<file path="config.mk">
export PLATFORM = sky130hd
export DESIGN_NAME = gti_queue
export DESIGN_NICKNAME = d
export VERILOG_FILES = /design/src/hdl/gti_pkg.sv /design/src/hdl/gti_queue.sv
export SDC_FILE = /design/constraint.sdc
export NUM_CORES = 1
export LEC_CHECK = 0
export CORE_AREA = 10 10 144 198
export CTS_BUF_LIST = sky130_fd_sc_hd__clkbuf_16
export DETAILED_ROUTE_END_ITERATION = 6
export DIE_AREA = 0 0 154 208
export DONT_BUFFER_PORTS = 1
export PLACE_DENSITY = 0.63
export SYNTH_ARGS = -nofsm -noshare
export SYNTH_HDL_FRONTEND = slang
export SYNTH_SLANG_ARGS = --single-unit
export TNS_END_PERCENT = 1
</file>
<file path="constraint.sdc">
create_clock -name clk -period 14.4 [get_ports clk]
set_clock_uncertainty 0.15 [all_clocks]
set_input_delay 2.88 -clock clk [delete_from_list [all_inputs] [get_ports clk]]
set_output_delay 2.88 -clock clk [all_outputs]
set_load 0.01 [all_outputs]
</file>
<file path="src/hdl/gti_pkg.sv">
// Shared types, constants and register codes for the grid trilinear interpolator.
package gti_pkg;

  localparam int GRID_WORDS_DEF = 262144;
  localparam int MAX_SPAN_DEF   = 1024;

  localparam int SPAN_MAX_W = 13;
  localparam int QIDX_W     = 40;

  localparam logic [2:0] REG_ORIGIN_X    = 3'd0;
  localparam logic [2:0] REG_ORIGIN_Y    = 3'd1;
  localparam logic [2:0] REG_ORIGIN_Z    = 3'd2;
  localparam logic [2:0] REG_INV_SPACING = 3'd3;
  localparam logic [2:0] REG_SPAN_X      = 3'd4;
  localparam logic [2:0] REG_SPAN_Y      = 3'd5;
  localparam logic [2:0] REG_SPAN_Z      = 3'd6;
  localparam logic [2:0] REG_POINT_COUNT = 3'd7;

  localparam logic OP_LOAD  = 1'b0;
  localparam logic OP_QUERY = 1'b1;

  typedef struct packed {
    logic signed [31:0] origin_x;
    logic signed [31:0] origin_y;
    logic signed [31:0] origin_z;
    logic [23:0]        inv_spacing;
    logic [10:0]        span_x;
    logic [10:0]        span_y;
    logic [10:0]        span_z;
    logic [18:0]        point_count;
  } cfg_t;

  typedef struct packed {
    logic                      is_query;
    logic                      near;
    logic [QIDX_W-1:0]         idx;
    logic [31:0]               value;
    logic [SPAN_MAX_W-1:0]     sx;
    logic [2*SPAN_MAX_W-1:0]   sxsy;
    logic [15:0]               fx;
    logic [15:0]               fy;
    logic [15:0]               fz;
  } entry_t;

endpackage

</file>
<file path="src/hdl/gti_queue.sv">
// Two-entry queue between the front and back parts.
module gti_queue (
  input  logic            clk,
  input  logic            rst_n,
  input  logic            push,
  input  gti_pkg::entry_t push_entry,
  output logic            full,
  input  logic            pop,
  output gti_pkg::entry_t pop_entry,
  output logic            empty
);

  gti_pkg::entry_t q_r [2];
  logic            wp_r;
  logic            rp_r;
  logic [1:0]      cnt_r;
  logic            do_push;
  logic            do_pop;

  assign full      = (cnt_r == 2'd2);
  assign empty     = (cnt_r == 2'd0);
  assign do_push   = push && !full;
  assign do_pop    = pop && !empty;
  assign pop_entry = q_r[rp_r];

  always_ff @(posedge clk) begin
    if (do_push) begin
      q_r[wp_r] <= push_entry;
    end
  end

  always_ff @(posedge clk) begin
    if (!rst_n) begin
      wp_r  <= 1'b0;
      rp_r  <= 1'b0;
      cnt_r <= 2'd0;
    end else begin
      if (do_push) begin
        wp_r <= !wp_r;
      end
      if (do_pop) begin
        rp_r <= !rp_r;
      end
      if (do_push && !do_pop) begin
        cnt_r <= cnt_r + 2'd1;
      end else if (do_pop && !do_push) begin
        cnt_r <= cnt_r - 2'd1;
      end
    end
  end

endmodule

</file>
==> flow_summary.toml <==
[outcome]
status = "completed"

[grt]
grt_max_degree = 88
grt_pass1_wl_mm = 34.88
grt_use_total_pct = 14.34
grt-ovfl-total = 0
grt_antenna_before_repair = 0
grt_pass1_vias = 5304

[setup_path]
startpoint_type = "register"
crit_required_ns = 11.37
end_kind = "output pin"
worst_ep_arrival_time_ns = 3.55
crit_path_max_fanout = 77
reg2reg_from = "cnt_r[0]$_SDFFE_PN0P_"
path_class = "reg -> out"

[pwr]
p_seq_share_pct = 50.3
ir_drop_uv = 147.5
leakagePower_nw = 4.520
p_sw_uw = 658.4
clkPwrFrac_pct = 29.5
p_sw_share_pct = 26.10
internal_power_mw = 1.864
power_density_nw_per_um2 = 187.7
comb_power_share_pct = 20.2
p_total_mw = 2.523

[synth]
synth-seq-cells = 327
synthDistinctLibCells = 21
synth-seq-area-share_pct = 79.99
ys_warn_count = 0
syn_nets = 692
synth_cells = 526
synthesis.area_um2 = 12210
syn_area_per_cell_um2 = 23.22

[clocking]
cts_tree = "done"
cts.reportedPaths.clkPinSlew_ns = 0.06
clock_latency_ns = 0.53
numCtsBuffers = 29
cts-resized-gates = 0
htreeDepth = 1
cts_buffer_depth = 3
ctsHoldBuffers = 0
cts_setup_buffers = 0
cts.sinks = 327
cts-root-buf = "clkbuf_16"

[timing]
final.setup.worst_slack_ns = 7.816
tns_ns = 0
finalHoldViolations = 0
clock.fmax_mhz = 151.9
timing.final.crit_period_ns = 6.584
tightest_slew_ns = 1.174
rsz0062_at_grt = "false"
fin_crit_sh_pct = 45.73
slew_headroom_pct = 21.76
report.final.slew_viol_count = 0
setup_viol_count_final = 0

[die]
initial_utilization_pct = 49.33
row_count = 68
fp.dieH_um = 208
die_x_um = 154
die_area_um2 = 32030
ios = 328
core_area_um2 = 24760

[route]
wl_per_cell_um = 27.78
wl_mm = 24.47
antenna_left = 0
post-route-drc-count = 0
drt_pass1_iterations = 4
vias = 4819
vias_per_cell = 5.470
drtIter0Drc = 337

[place]
portBuffers = 0
place_ws_ns = 8.273
gp_congestion = 0.7987
hpwlAfterDp_mm = 17.62

[min_path]
hp-start = "cnt_r[1]$_SDFFE_PN0P_"
hold_class = "reg -> reg"

[cells_and_area]
layout_commonest_cell = "edfxtp_1"
final_cell_mix = "edfxtp_1, mux2_4, mux2_2"
nets = 710
nFillCells = 1876
diodes = 0
area_growth_syn_to_layout_pct = 10.03
drive_gt1_share_pct = 37.28

[run]
maxCapViolCount = 0
==> cell type report <==
class	instances	area [um2]	area share, %
clock inverters	24	211.5	1.574
clock buffers	29	725.7	5.400
well taps	315	394.1	2.933
inverters	2	7.507	0.05587
repair buffers	5	37.54	0.2793
multi-input cells	179	2288	17.03
flip-flops and latches	327	9773	72.73
==> stage by stage <==
stage	cells	area, um2	hold WS (ns)	util, %
6_report	881	13440	0.4258	54.28
5_1_grt	881	13440	0.4556	54.28
4_1_cts	881	13440	0.4344	54.28
3_5_place_dp	828	12500	0.4043	50.49
3_3_place_gp	828	12500	0.3516	50.49
2_1_floorplan	526	12210	0.3333	-
==> power by group through the flow <==
stage | Clock (mW) | Sequential [mW] | Combinational (mW)
after CTS | 0.767 | 1.27 | 0.525
final | 0.745 | 1.27 | 0.509
after global routing | 0.805 | 1.28 | 0.544
after global placement | 0 | 1.28 | 0.518
after detailed placement | 0 | 1.29 | 0.524
after floorplan | 0 | 1.26 | 0.472
==> state kept, by name (all words and copies together) (netlist names), named ones only <==
signal / flops
cnt_r: 2
rp_r: 1
wp_r: 1
q_r: 322
==> critical path: stages (launching register included) <==
cell and delay (ns):
dfxtp_4 1.10, buf_4 0.70, buf_4 0.71, mux2_2 0.46
==> cells in the mapped netlist <==
| cell type | instances | area, um2 |
|---|---|---|
| or3_1 | 1 | 6.260 |
| mux2_4 | 90 | 1351 |
| o21ai_0 | 1 | 5.000 |
| a21boi_1 | 1 | 7.510 |
| inv_1 | 2 | 7.510 |
| buf_2 | 7 | 35.03 |
| o21ai_1 | 1 | 5.000 |
| a21boi_0 | 1 | 7.510 |
| ha_1 | 1 | 12.51 |
| nor2_1 | 2 | 7.510 |
| xor2_1 | 1 | 8.760 |
| and3_1 | 1 | 6.260 |
| nand2b_1 | 1 | 6.260 |
| edfxtp_1 | 322 | 9669 |
| nor3_2 | 1 | 10.01 |
| dfxtp_1 | 5 | 100.1 |
| buf_6 | 11 | 123.9 |
| mux2_2 | 71 | 799.5 |
| o21a_1 | 1 | 7.510 |
| xnor2_1 | 2 | 17.52 |
| and2_1 | 3 | 18.77 |
==> layer usage <==
| layer | global-route usage (%) | routed length, um |
|---|---|---|
| met5 | 0 | 0 |
| met3 | 8.380 | 3298 |
| met2 | 25.87 | 13080 |
| met1 | 11.86 | 6893 |
| met4 | 7.261 | 1206 |
==> cells by family (layout without fill, tap and decap cells) <==
kind of cell,after synthesis,count (layout),synth area share [%]
buffers and inverters,20,60,1.363
multiplexers,161,161,17.61
AO/OA/AOI/OAI,5,5,0.2664
XOR/XNOR,3,3,0.2152
AND/OR/NAND/NOR,9,9,0.4509
adder cells (fa/ha/maj),1,1,0.1024
flip-flops,327,327,79.99
==> worst paths after layout <==
path | to | slack, ns | cells after the start
min reg2reg | cnt_r[1]$_SDFFE_PN0P_ | 0.43 | 2
max reg2reg | q_r[0][1]$_DFFE_PP_ | 11.05 | 5
max | pop_entry[6] | 7.82 | 3
min | cnt_r[1]$_SDFFE_PN0P_ | 0.43 | 2
Note: power is estimated with default switching activity, not from simulation.
